File: config.mk
export PLATFORM = sky130hd
export DESIGN_NAME = websocket_frame_deframer_unmask
export DESIGN_NICKNAME = d
export VERILOG_FILES = /design/src/hw/rtl/wsdf_pkg.sv /design/src/hw/rtl/websocket_frame_deframer_unmask.sv /design/src/hw/rtl/wsdf_front.sv /design/src/hw/rtl/wsdf_queue.sv /design/src/hw/rtl/wsdf_back.sv
export SDC_FILE = /design/constraint.sdc
export NUM_CORES = 1
export LEC_CHECK = 0
export ABC_AREA = 1
export BUFFER_PORTS_ARGS = -buffer_cell sky130_fd_sc_hd__buf_4
export CORE_MARGIN = 2
export CORE_UTILIZATION = 49
export CTS_CLUSTER_DIAMETER = 200
export DETAILED_ROUTE_END_ITERATION = 8
export PLACE_DENSITY_LB_ADDON = 0.05
export SYNTH_ARGS = -nofsm -noshare
export SYNTH_HDL_FRONTEND = slang
export SYNTH_SLANG_ARGS = --single-unit
File: constraint.sdc
create_clock -name clk -period 7.8 [get_ports clk]
set_input_delay 1.95 -clock clk [delete_from_list [all_inputs] [get_ports clk]]
set_output_delay 1.95 -clock clk [all_outputs]
set_load 0.02 [all_outputs]
File: src/hw/rtl/wsdf_pkg.sv
// ---------------------------------------------------------------------------
// wsdf_pkg: shared types and constants for the WebSocket deframer/unmasker
// Result kinds, error codes, opcodes and the request passed front to back.
// ---------------------------------------------------------------------------
`timescale 1ns / 1ps
`default_nettype none

package wsdf_pkg;

  localparam int WSDF_QUEUE_DEPTH = 2;

  typedef enum logic [1:0] {
    KIND_DATA  = 2'd0,
    KIND_CLOSE = 2'd1,
    KIND_ERROR = 2'd2
  } kind_t;

  localparam logic [2:0] ERR_NO_MASK  = 3'd0;
  localparam logic [2:0] ERR_EXT_LEN  = 3'd1;
  localparam logic [2:0] ERR_CONT_TXT = 3'd2;
  localparam logic [2:0] ERR_PING     = 3'd3;
  localparam logic [2:0] ERR_PONG     = 3'd4;
  localparam logic [2:0] ERR_UNKNOWN  = 3'd5;

  localparam logic [3:0] OPC_CONT  = 4'h0;
  localparam logic [3:0] OPC_TEXT  = 4'h1;
  localparam logic [3:0] OPC_BIN   = 4'h2;
  localparam logic [3:0] OPC_CLOSE = 4'h8;
  localparam logic [3:0] OPC_PING  = 4'h9;
  localparam logic [3:0] OPC_PONG  = 4'hA;

  localparam logic [6:0] LEN_EXT16 = 7'd126;
  localparam logic [6:0] LEN_EXT64 = 7'd127;

  // last header byte index (flags, length, four key bytes)
  localparam logic [2:0] HDR_LAST = 3'd5;

  typedef struct packed {
    kind_t      kind;
    logic [7:0] data;   // received byte, zero for close/error
    logic [7:0] key;    // key byte to apply, zero for close/error
    logic       last;
    logic [2:0] code;
  } req_t;

endpackage

`default_nettype wire

File: src/hw/rtl/websocket_frame_deframer_unmask.sv
// Path: a byte enters the request queue, then is unmasked into the output register.
// Throughput: one byte per cycle while out_tready stays high; the queue plus output
// register absorb downstream stalls, and in_tready drops only when the queue is full.
// Reset: synchronous, active low; clears parser phase, counters and queue
// state. The masking key is not reset and is always written before use.
// ---------------------------------------------------------------------------
// websocket_frame_deframer_unmask: WebSocket client frame parser/unmasker
// Header check front end, request queue and unmask/output back end.
// ---------------------------------------------------------------------------
`timescale 1ns / 1ps
`default_nettype none

module websocket_frame_deframer_unmask
  import wsdf_pkg::*;
#(
  parameter int QUEUE_DEPTH = WSDF_QUEUE_DEPTH
) (
  input  wire logic        clk,
  input  wire logic        rst_n,
  input  wire logic        in_tvalid,
  output logic             in_tready,
  input  wire logic [7:0]  in_tdata,   // [7:0] data_byte
  output logic             out_tvalid,
  input  wire logic        out_tready,
  output logic [15:0]      out_tdata,  // [7:0] payload_byte, [10:8] error_code, rest 0
  output logic             out_tlast,  // last_of_frame
  output logic [1:0]       out_tuser   // [1:0] kind
);

  logic push, q_ready, pop, rd_valid;
  req_t wr_req, rd_req;

  wsdf_front u_front (
    .clk       (clk),
    .rst_n     (rst_n),
    .in_tvalid (in_tvalid),
    .in_tready (in_tready),
    .in_byte   (in_tdata),
    .q_ready   (q_ready),
    .push      (push),
    .req       (wr_req)
  );

  wsdf_queue #(
    .DEPTH (QUEUE_DEPTH)
  ) u_queue (
    .clk      (clk),
    .rst_n    (rst_n),
    .push     (push),
    .wr_req   (wr_req),
    .wr_ready (q_ready),
    .pop      (pop),
    .rd_req   (rd_req),
    .rd_valid (rd_valid)
  );

  wsdf_back u_back (
    .clk        (clk),
    .rst_n      (rst_n),
    .rd_req     (rd_req),
    .rd_valid   (rd_valid),
    .pop        (pop),
    .out_tvalid (out_tvalid),
    .out_tready (out_tready),
    .out_tdata  (out_tdata),
    .out_tlast  (out_tlast),
    .out_tuser  (out_tuser)
  );

endmodule

`default_nettype wire

File: src/hw/rtl/wsdf_front.sv
// ---------------------------------------------------------------------------
// wsdf_front: header parser and frame tracker
// Takes one byte per request, collects the six-byte header, checks it and
// queues one request per payload byte, close or error.
// ---------------------------------------------------------------------------
`timescale 1ns / 1ps
`default_nettype none

module wsdf_front
  import wsdf_pkg::*;
(
  input  wire logic       clk,
  input  wire logic       rst_n,
  input  wire logic       in_tvalid,
  output logic            in_tready,
  input  wire logic [7:0] in_byte,
  input  wire logic       q_ready,
  output logic            push,
  output req_t            req
);

  typedef enum logic [1:0] {
    PH_HEADER  = 2'd0,
    PH_PAYLOAD = 2'd1,
    PH_CLOSED  = 2'd2,
    PH_ERROR   = 2'd3
  } phase_t;

  phase_t     phase_r, phase_nxt;
  logic [2:0] hcnt_r, hcnt_nxt;
  logic [7:0] flags_r, flags_nxt;
  logic [7:0] mlen_r, mlen_nxt;
  logic [6:0] rem_r, rem_nxt;
  logic [1:0] kpos_r, kpos_nxt;
  logic [7:0] key_r [4];

  logic       acc;
  logic       key_we;
  logic [1:0] key_idx;
  logic       err_hit;
  logic [2:0] err_code;
  logic [6:0] len;
  logic [3:0] opc;

  assign in_tready = q_ready;
  assign acc       = in_tvalid & q_ready;
  assign key_idx   = hcnt_r[1:0] - 2'd2;
  assign len       = mlen_r[6:0];
  assign opc       = flags_r[3:0];
  assign key_we    = acc && (phase_r == PH_HEADER) && (hcnt_r >= 3'd2);

  always_comb begin
    phase_nxt = phase_r;
    hcnt_nxt  = hcnt_r;
    flags_nxt = flags_r;
    mlen_nxt  = mlen_r;
    rem_nxt   = rem_r;
    kpos_nxt  = kpos_r;
    push      = 1'b0;
    req       = '0;
    err_hit   = 1'b0;
    err_code  = ERR_NO_MASK;
    if (acc) begin
      unique case (phase_r)
        PH_HEADER: begin
          if (hcnt_r == 3'd0) begin
            flags_nxt = in_byte;
          end else if (hcnt_r == 3'd1) begin
            mlen_nxt = in_byte;
          end
          if (hcnt_r == HDR_LAST) begin
            hcnt_nxt = 3'd0;
            if (!mlen_r[7]) begin
              err_hit  = 1'b1;
              err_code = ERR_NO_MASK;
            end else if (len == LEN_EXT16 || len == LEN_EXT64) begin
              err_hit  = 1'b1;
              err_code = ERR_EXT_LEN;
            end else begin
              unique case (opc) inside
                OPC_CONT, OPC_TEXT: begin
                  err_hit  = 1'b1;
                  err_code = ERR_CONT_TXT;
                end
                OPC_BIN: begin
                  kpos_nxt  = 2'd0;
                  rem_nxt   = len;
                  phase_nxt = (len != 7'd0) ? PH_PAYLOAD : PH_HEADER;
                end
                OPC_CLOSE: begin
                  phase_nxt = PH_CLOSED;
                  push      = 1'b1;
                  req.kind  = KIND_CLOSE;
                end
                OPC_PING: begin
                  err_hit  = 1'b1;
                  err_code = ERR_PING;
                end
                OPC_PONG: begin
                  err_hit  = 1'b1;
                  err_code = ERR_PONG;
                end
                default: begin
                  err_hit  = 1'b1;
                  err_code = ERR_UNKNOWN;
                end
              endcase
            end
            if (err_hit) begin
              phase_nxt = PH_ERROR;
              push      = 1'b1;
              req.kind  = KIND_ERROR;
              req.code  = err_code;
            end
          end else begin
            hcnt_nxt = hcnt_r + 3'd1;
          end
        end
        PH_PAYLOAD: begin
          rem_nxt  = rem_r - 7'd1;
          kpos_nxt = kpos_r + 2'd1;
          push     = 1'b1;
          req.kind = KIND_DATA;
          req.data = in_byte;
          req.key  = key_r[kpos_r];
          req.last = (rem_nxt == 7'd0);
          if (rem_nxt == 7'd0) begin
            phase_nxt = PH_HEADER;
            hcnt_nxt  = 3'd0;
            kpos_nxt  = 2'd0;
          end
        end
        PH_CLOSED, PH_ERROR: begin
          // sticky: bytes are taken and dropped
        end
        default: begin
        end
      endcase
    end
  end

  always_ff @(posedge clk) begin
    if (!rst_n) begin
      phase_r <= PH_HEADER;
      hcnt_r  <= 3'd0;
      flags_r <= 8'd0;
      mlen_r  <= 8'd0;
      rem_r   <= 7'd0;
      kpos_r  <= 2'd0;
    end else begin
      phase_r <= phase_nxt;
      hcnt_r  <= hcnt_nxt;
      flags_r <= flags_nxt;
      mlen_r  <= mlen_nxt;
      rem_r   <= rem_nxt;
      kpos_r  <= kpos_nxt;
    end
  end

  // masking key, written only during header collection
  always_ff @(posedge clk) begin
    if (key_we) begin
      key_r[key_idx] <= in_byte;
    end
  end

`ifndef NO_ASSERTIONS
  a_sticky_silent: assert property (@(posedge clk) disable iff (!rst_n)
    (phase_r == PH_CLOSED || phase_r == PH_ERROR) |-> !push)
    else $error("request queued after close or error");

  a_hdr_silent: assert property (@(posedge clk) disable iff (!rst_n)
    (phase_r == PH_HEADER && hcnt_r != HDR_LAST) |-> !push)
    else $error("request queued mid-header");

  a_hcnt_range: assert property (@(posedge clk) disable iff (!rst_n)
    hcnt_r <= HDR_LAST)
    else $error("header count out of range");
`endif

endmodule

`default_nettype wire

File: src/hw/rtl/wsdf_queue.sv
// ---------------------------------------------------------------------------
// wsdf_queue: short request queue between parser and output stage
// Register-based FIFO; ready depends only on the fill count.
// ---------------------------------------------------------------------------
`timescale 1ns / 1ps
`default_nettype none

module wsdf_queue
  import wsdf_pkg::*;
#(
  parameter int DEPTH = WSDF_QUEUE_DEPTH
) (
  input  wire logic clk,
  input  wire logic rst_n,
  input  wire logic push,
  input  req_t      wr_req,
  output logic      wr_ready,
  input  wire logic pop,
  output req_t      rd_req,
  output logic      rd_valid
);

  localparam int PW = (DEPTH > 1) ? $clog2(DEPTH) : 1;
  localparam int CW = $clog2(DEPTH + 1);

  req_t          mem_r [DEPTH];
  logic [PW-1:0] wr_ptr_r, wr_ptr_nxt;
  logic [PW-1:0] rd_ptr_r, rd_ptr_nxt;
  logic [CW-1:0] cnt_r, cnt_nxt;
  logic          do_push, do_pop;

  assign wr_ready = (cnt_r != CW'(DEPTH));
  assign rd_valid = (cnt_r != '0);
  assign rd_req   = mem_r[rd_ptr_r];
  assign do_push  = push & wr_ready;
  assign do_pop   = pop & rd_valid;

  always_comb begin
    wr_ptr_nxt = wr_ptr_r;
    rd_ptr_nxt = rd_ptr_r;
    cnt_nxt    = cnt_r;
    if (do_push) begin
      wr_ptr_nxt = (wr_ptr_r == PW'(DEPTH - 1)) ? '0 : wr_ptr_r + PW'(1);
    end
    if (do_pop) begin
      rd_ptr_nxt = (rd_ptr_r == PW'(DEPTH - 1)) ? '0 : rd_ptr_r + PW'(1);
    end
    if (do_push && !do_pop) begin
      cnt_nxt = cnt_r + CW'(1);
    end else if (do_pop && !do_push) begin
      cnt_nxt = cnt_r - CW'(1);
    end
  end

  always_ff @(posedge clk) begin
    if (!rst_n) begin
      wr_ptr_r <= '0;
      rd_ptr_r <= '0;
      cnt_r    <= '0;
    end else begin
      wr_ptr_r <= wr_ptr_nxt;
      rd_ptr_r <= rd_ptr_nxt;
      cnt_r    <= cnt_nxt;
    end
  end

  always_ff @(posedge clk) begin
    if (do_push) begin
      mem_r[wr_ptr_r] <= wr_req;
    end
  end

`ifndef NO_ASSERTIONS
  a_no_overflow: assert property (@(posedge clk) disable iff (!rst_n)
    cnt_r <= CW'(DEPTH))
    else $error("queue count beyond depth");

  a_ptr_gap: assert property (@(posedge clk) disable iff (!rst_n)
    (cnt_r == '0) |-> (wr_ptr_r == rd_ptr_r))
    else $error("empty queue with unequal pointers");
`endif

endmodule

`default_nettype wire

File: src/hw/rtl/wsdf_back.sv
// ---------------------------------------------------------------------------
// wsdf_back: unmask and output register
// Pops a queued request, applies the key byte and holds the result until
// the downstream side takes it.
// ---------------------------------------------------------------------------
`timescale 1ns / 1ps
`default_nettype none

module wsdf_back
  import wsdf_pkg::*;
(
  input  wire logic        clk,
  input  wire logic        rst_n,
  input  req_t             rd_req,
  input  wire logic        rd_valid,
  output logic             pop,
  output logic             out_tvalid,
  input  wire logic        out_tready,
  output logic [15:0]      out_tdata,
  output logic             out_tlast,
  output logic [1:0]       out_tuser
);

  logic       vld_r;
  kind_t      kind_r;
  logic [7:0] byte_r;
  logic       last_r;
  logic [2:0] code_r;

  assign pop        = rd_valid & (!vld_r | out_tready);
  assign out_tvalid = vld_r;
  assign out_tdata  = {5'd0, code_r, byte_r};
  assign out_tlast  = last_r;
  assign out_tuser  = kind_r;

  always_ff @(posedge clk) begin
    if (!rst_n) begin
      vld_r <= 1'b0;
    end else if (pop) begin
      vld_r <= 1'b1;
    end else if (out_tready) begin
      vld_r <= 1'b0;
    end
  end

  always_ff @(posedge clk) begin
    if (pop) begin
      kind_r <= rd_req.kind;
      byte_r <= rd_req.data ^ rd_req.key;
      last_r <= rd_req.last;
      code_r <= rd_req.code;
    end
  end

`ifndef NO_ASSERTIONS
  a_ctrl_no_last: assert property (@(posedge clk) disable iff (!rst_n)
    (vld_r && kind_r != KIND_DATA) |-> (!last_r && byte_r == 8'd0))
    else $error("close/error result with payload or last set");
`endif

endmodule

`default_nettype wire

=== Word level (Yosys, flattened, before mapping) ===
Memory sizes are Yosys's and may differ from the RTL's. A register that Yosys moved wholly into a read port is not among the register bits.
Cells that the tools add are included.
W data, S select, Z words.

* Add/sub/neg operators: 8
* Magnitude comparators: 1
* Equal/unequal tests: 19
* Muxes and demuxes: 63
* Bitwise operators: 7
* Reductions and logical operators: 24

{| class="wikitable"
|+ Operator list
! cell !! count
|-
| $mux W2 || 19
|-
| $mux W7 || 4
|-
| $mux W1 || 24
|-
| $mux W22 || 1
|-
| $mux W3 || 7
|-
| $mux W17 || 1
|-
| $eq A7 B7 Y1 const B || 2
|-
| $pmux W7 S2 || 1
|-
| $eq A4 B4 Y1 const B || 3
|-
| $pmux W2 S2 || 3
|-
| $pmux W3 S4 || 1
|-
| $ne A2 B2 Y1 const B || 4
|-
| $reduce_bool A2 Y1 || 4
|-
| $xor A8 B8 Y8 || 1
|-
| $logic_not A7 Y1 || 1
|-
| $reduce_and A7 Y1 || 1
|-
| $reduce_bool A7 Y1 || 1
|-
| $sub A7 B1 Y7 const B || 1
|-
| $pmux W3 S2 || 1
|-
| $reduce_and A3 Y1 || 2
|-
| $reduce_and A6 Y1 || 1
|-
| $add A2 B1 Y2 const B || 2
|-
| $and A1 B1 Y1 || 4
|-
| $eq A4 B1 Y1 const B || 1
|-
| 24 further kinds || 32
|}

* Register bits: 45
* Memory bits (writable): 76
* Input port bits: 12
* Logic and storage cells: 138
* Memories kept: 2

{| class="wikitable"
|+ Memories
! name !! depth !! bits a word !! rd ports !! clocked after Yosys merged registers in !! write ports !! line !! source
|-
| u_queue.mem_r || 2 || 22 || 1 || 1 || 1 || wsdf_queue.sv:26 || <nowiki>req_t mem_r [DEPTH];</nowiki>
|-
| u_front.key_r || 4 || 8 || 1 || 1 || 1 || wsdf_front.sv:35 || <nowiki>logic [7:0] key_r [4];</nowiki>
|}

=== Logic depth before layout (Yosys ltp) ===
* Depth in word-level cells: 17
* Gate-level depth with buffers: 14
* Mapped depth without buffers: 13

=== Modules after synthesis ===
Synthesis repeated with hierarchy kept, for this count alone.

* Cell total of the unflattened synthesis: 470
* Area total of the unflattened synthesis: 5291.3 um2

{| class="wikitable"
|+ By module, submodules not included
! module !! times used !! cells each !! area each (um2)
|-
| wsdf_front || 1 || 330 || 2874.0
|-
| wsdf_queue || 1 || 105 || 1834.3
|-
| wsdf_back || 1 || 35 || 583.1
|}

=== Least setup slack after synthesis ===
Ideal clock, no wire load.

* Kind: input-to-reg
* From: input in_tvalid
* To: memory u_queue.mem_r[0][0] (netlist bit), enable pin
* Library setup time: 401 ps
* Data arrival time: 3702 ps
* Required time: 7399 ps
* Path slack: 3697 ps
* Stages on the path: 9
* Buffers on the path: 1
* Cell sequence: nand2_2 -> buf_6 -> nor2_8 -> nand2_4 -> nor2_4 -> nand2_1 -> nand2_2 -> inv_2 -> nor2_1

* Longest elaborated chain between the ends: 5

{| class="wikitable"
|+ Ends and longest elaborated chain
! item !! line !! source
|-
| start: declaration || websocket_frame_deframer_unmask.sv:20 || <nowiki>input wire logic in_tvalid,</nowiki>
|-
| $and A1 B1 Y1 || wsdf_front.sv:46 || <nowiki>assign acc = in_tvalid & q_ready;</nowiki>
|-
| $mux W1 || wsdf_front.sv:63 || <nowiki>if (acc) begin</nowiki>
|-
| $and A1 B1 Y1 || wsdf_queue.sv:35 || <nowiki>assign do_push = push & wr_ready;</nowiki>
|-
| net u_queue.do_push || wsdf_queue.sv:30 || <nowiki>logic do_push, do_pop;</nowiki>
|-
| $mux W1 || wsdf_queue.sv:68 || <nowiki>if (do_push) begin</nowiki>
|-
| $mux W1 (not written as such) || wsdf_queue.sv:69 || <nowiki>mem_r[wr_ptr_r] <= wr_req;</nowiki>
|-
| end: declaration || wsdf_queue.sv:26 ||
|}

The timed path passes the listed nets, and every way through them passes these cells.

=== Final worst setup path ===
* From: input in_tvalid
* To: memory u_queue.mem_r[1][8] (netlist bit), enable pin

Same word-level chain as after synthesis.

==> flow_metrics.env <==
export IMPL_status="finished clean"
export IMPL_wl_per_cell_um=14.9
export IMPL_cp_slowest_stage_delay_ps=510
export IMPL_grt_max_degree=25
export IMPL_port_buffers=27
export IMPL_final_setup_tns_ps=0
export IMPL_die_w_um=107
export IMPL_power_leakage_nw=2.26
export IMPL_syn2layout_area_growth_pct=16.3
export IMPL_syn_area_mm2=0.00515
export IMPL_cp_end_kind="flop"
export IMPL_path_clk_slew_ps=60
export IMPL_dp_hpwl_um=6630
export IMPL_io_pins=33
export IMPL_tightest_slew_ps=1010
export IMPL_yosys_area_top_type="edfxtp_1"
export IMPL_crit_type="in2reg"
export IMPL_yosysMostFrequentCell="edfxtp_1"
export IMPL_place_congestion=0.828
export IMPL_syn_inst=473
export IMPL_insertion_delay_ps=510
export IMPL_switching_share_pct=26.1
export IMPL_yosys_register_bits=124
export IMPL_yosys_top_cells_area="edfxtp_1, dfxtp_1, nor2_1, o21ai_0, nand2_1"
export IMPL_grt_pass1_wl_um=16200
export IMPL_cp_top_family="simple AND/OR/NAND/NOR gates"
export IMPL_crit_chain="buf_4 -> nand2_2 -> nor2_8 -> nand2_4 -> nor2_4 -> nand2_1 -> nand2_2 -> inv_2 -> nor2_4"
export IMPL_synth_top_area_share_pct=52.5
export IMPL_grt_usage_pct=19.1
export IMPL_grt_pass1_vias=3234
export IMPL_maxCapViolCount=0
export IMPL_cp_start_kind="input port"
export IMPL_cts_tree="yes"
export IMPL_n_antenna_cell=0
export IMPL_setup_viol=0
export IMPL_holdCritPathClass="reg2reg"
export IMPL_ys_flop_type="edfxtp_1"
export IMPL_power_density_mw_per_mm2=314
export IMPL_routed_via_density=5.04
export IMPL_antenna_found_initial=0
export IMPL_drt_iter0_markers=173
export IMPL_seq_area_frac_synth_pct=65.7
export IMPL_avgSynthCellArea_um2=10.9
export IMPL_cts_repair_resized=0
export IMPL_cts_post_setup_buffers_inserted=0
export IMPL_finalNetCount=520
export IMPL_worst_path_buf_inv=2
export IMPL_wirelength_um=9710
export IMPL_ant_nets=0
export IMPL_yosys_warnings=0
export IMPL_fin_crit_sh_pct=43.7
export IMPL_drive_gt1_share_pct=14.7
export IMPL_power_switching_w=0.000492
export IMPL_die_y_um=107
export IMPL_crit_required_ps=7940
export IMPL_core_area_mm2=0.0103
export IMPL_cts_sinks=124
export IMPL_peakVddDrop_uv=169
export IMPL_seqPwrFrac_pct=45.2
export IMPL_slew_violations=0
export IMPL_synth_edf_count=90
export IMPL_pwr_share_comb_pct=15.5
export IMPL_synth_common_cells="edfxtp_1, nor2_1, nand2_1"
export IMPL_clockBufferDepth=2
export IMPL_vias=3288
export IMPL_utilization_pct=58.3
export IMPL_layout_min_cycle_time_ps=3410
export IMPL_path_max_fanout=23
export IMPL_drtPass1Iterations=5
export IMPL_gr_total_overflow=0
export IMPL_start_util_pct=50.1
export IMPL_p_int_w=0.00139
export IMPL_htree_levels=4
export IMPL_arrival_ps=3550
export IMPL_cts_hold_buf=0
export IMPL_cp_slowest_cell="nor2_4"
export IMPL_row_count=37
export IMPL_async_flop_share_pct=0
export IMPL_rsz0062_at_grt="false"
export IMPL_finClkSkew_ps=10.0
export IMPL_clockRootBuffer="clkbuf_8"
export IMPL_yosysUniqueCellTypes=35
export IMPL_clkPwrFrac_pct=39.2
export IMPL_max_slew_margin_rel_pct=32.2
export IMPL_drcViolationCount=0
export IMPL_die_area_mm2=0.0114
export IMPL_clock_fmax_mhz=293
export IMPL_hold_violations=0
export IMPL_numCtsBuffers=17
==> state kept, by name (all words and copies together) (netlist names), named ones only <==
| register | flops |
|---|---|
| u_front.rem_r | 7 |
| u_front.phase_r | 2 |
| u_front.key_r | 32 |
| u_back.out_tlast | 1 |
| u_front.hcnt_r | 3 |
| u_queue.rd_ptr_r | 1 |
| u_back.byte_r | 8 |
| u_front.flags_r | 4 |
| u_back.out_tvalid | 1 |
| u_queue.wr_ptr_r | 1 |
| u_queue.cnt_r | 2 |
| u_front.mlen_r | 8 |
| u_queue.mem_r | 44 |
| u_front.kpos_r | 2 |
| u_back.code_r | 3 |
| u_back.out_tuser | 2 |
==> placed cells by master (no fill, tap or decap), types with 6 or more instances in the layout <==
cell	instances
a21oi_1	29
buf_4	29
clkbuf_16	16
dfxtp_1	34
edfxtp_1	90
inv_1	30
mux2_2	6
nand2_1	61
nand3_1	10
nor2_1	77
nor3_1	9
o21ai_0	49
xnor2_1	9
xor2_1	11
==> power by group through the flow <==
| stage | combinational [W] | clock [W] | sequential, W |
|---|---|---|---|
| 2_1_floorplan | 0.000166 | 0 | 0.000891 |
| 3_3_place_gp | 0.000291 | 0 | 0.000865 |
| 3_5_place_dp | 0.000295 | 0 | 0.000866 |
| 4_1_cts | 0.000296 | 0.000749 | 0.000854 |
| 5_1_grt | 0.000330 | 0.000783 | 0.000863 |
| 6_report | 0.000293 | 0.000739 | 0.000852 |
==> worst paths after layout <==
path         slack (ps)  cells after the start              start             endpoint
min                 440                      1   u_queue.rd_ptr_r                 flop
min reg2reg         440                      1   u_queue.rd_ptr_r                 flop
max                4390                      9          in_tvalid  u_queue.mem_r[1][8]
max reg2reg        5340                      8  u_front.hcnt_r[0]  u_queue.mem_r[1][8]
==> cell type report <==
class	count	area [um^2]
timing repair buffer	29	218
inverter	34	128
tap	136	170
multi-input combinational	299	1540
clock inverter	10	124
sequential	124	3380
fill	879	4280
clock buffer	21	429
==> metal layers <==
metal / part of all wire [%] / global-route usage, % / up-vias
met3: 4.4 / 5.82 / 12
met5: 0 / 0 / -
li1: - / - / 1672
met4: 1.3 / 6.40 / 0
met1: 47 / 25.4 / 1521
met2: 47 / 29.9 / 83
==> logic make-up after synthesis <==
logic type / count (synthesis) / share of synthesized area, %
xor gates and xnor gates: 20 / 3.40
muxes: 7 / 1.51
buffers and inverters: 54 / 4.78
AOI/OAI and AO/OA: 88 / 8.84
other: 1 / 0.0728
and+or+nand+nor: 176 / 15.0
DFF: 124 / 65.7
adders and majority gates: 3 / 0.729
==> metrics by stage <==
step	setup slack, ps	area [um^2]	cells	power, W	hold slack, ps
after floorplan	3700	5170	477	0.00106	425
after global placement	3910	5440	622	0.00116	439
after detailed placement	3850	5440	622	0.00116	440
after CTS	4380	5990	653	0.00190	442
after global routing	4250	5990	653	0.00198	462
final	4390	5990	653	0.00188	443
(Power assumes the default switching activity.)
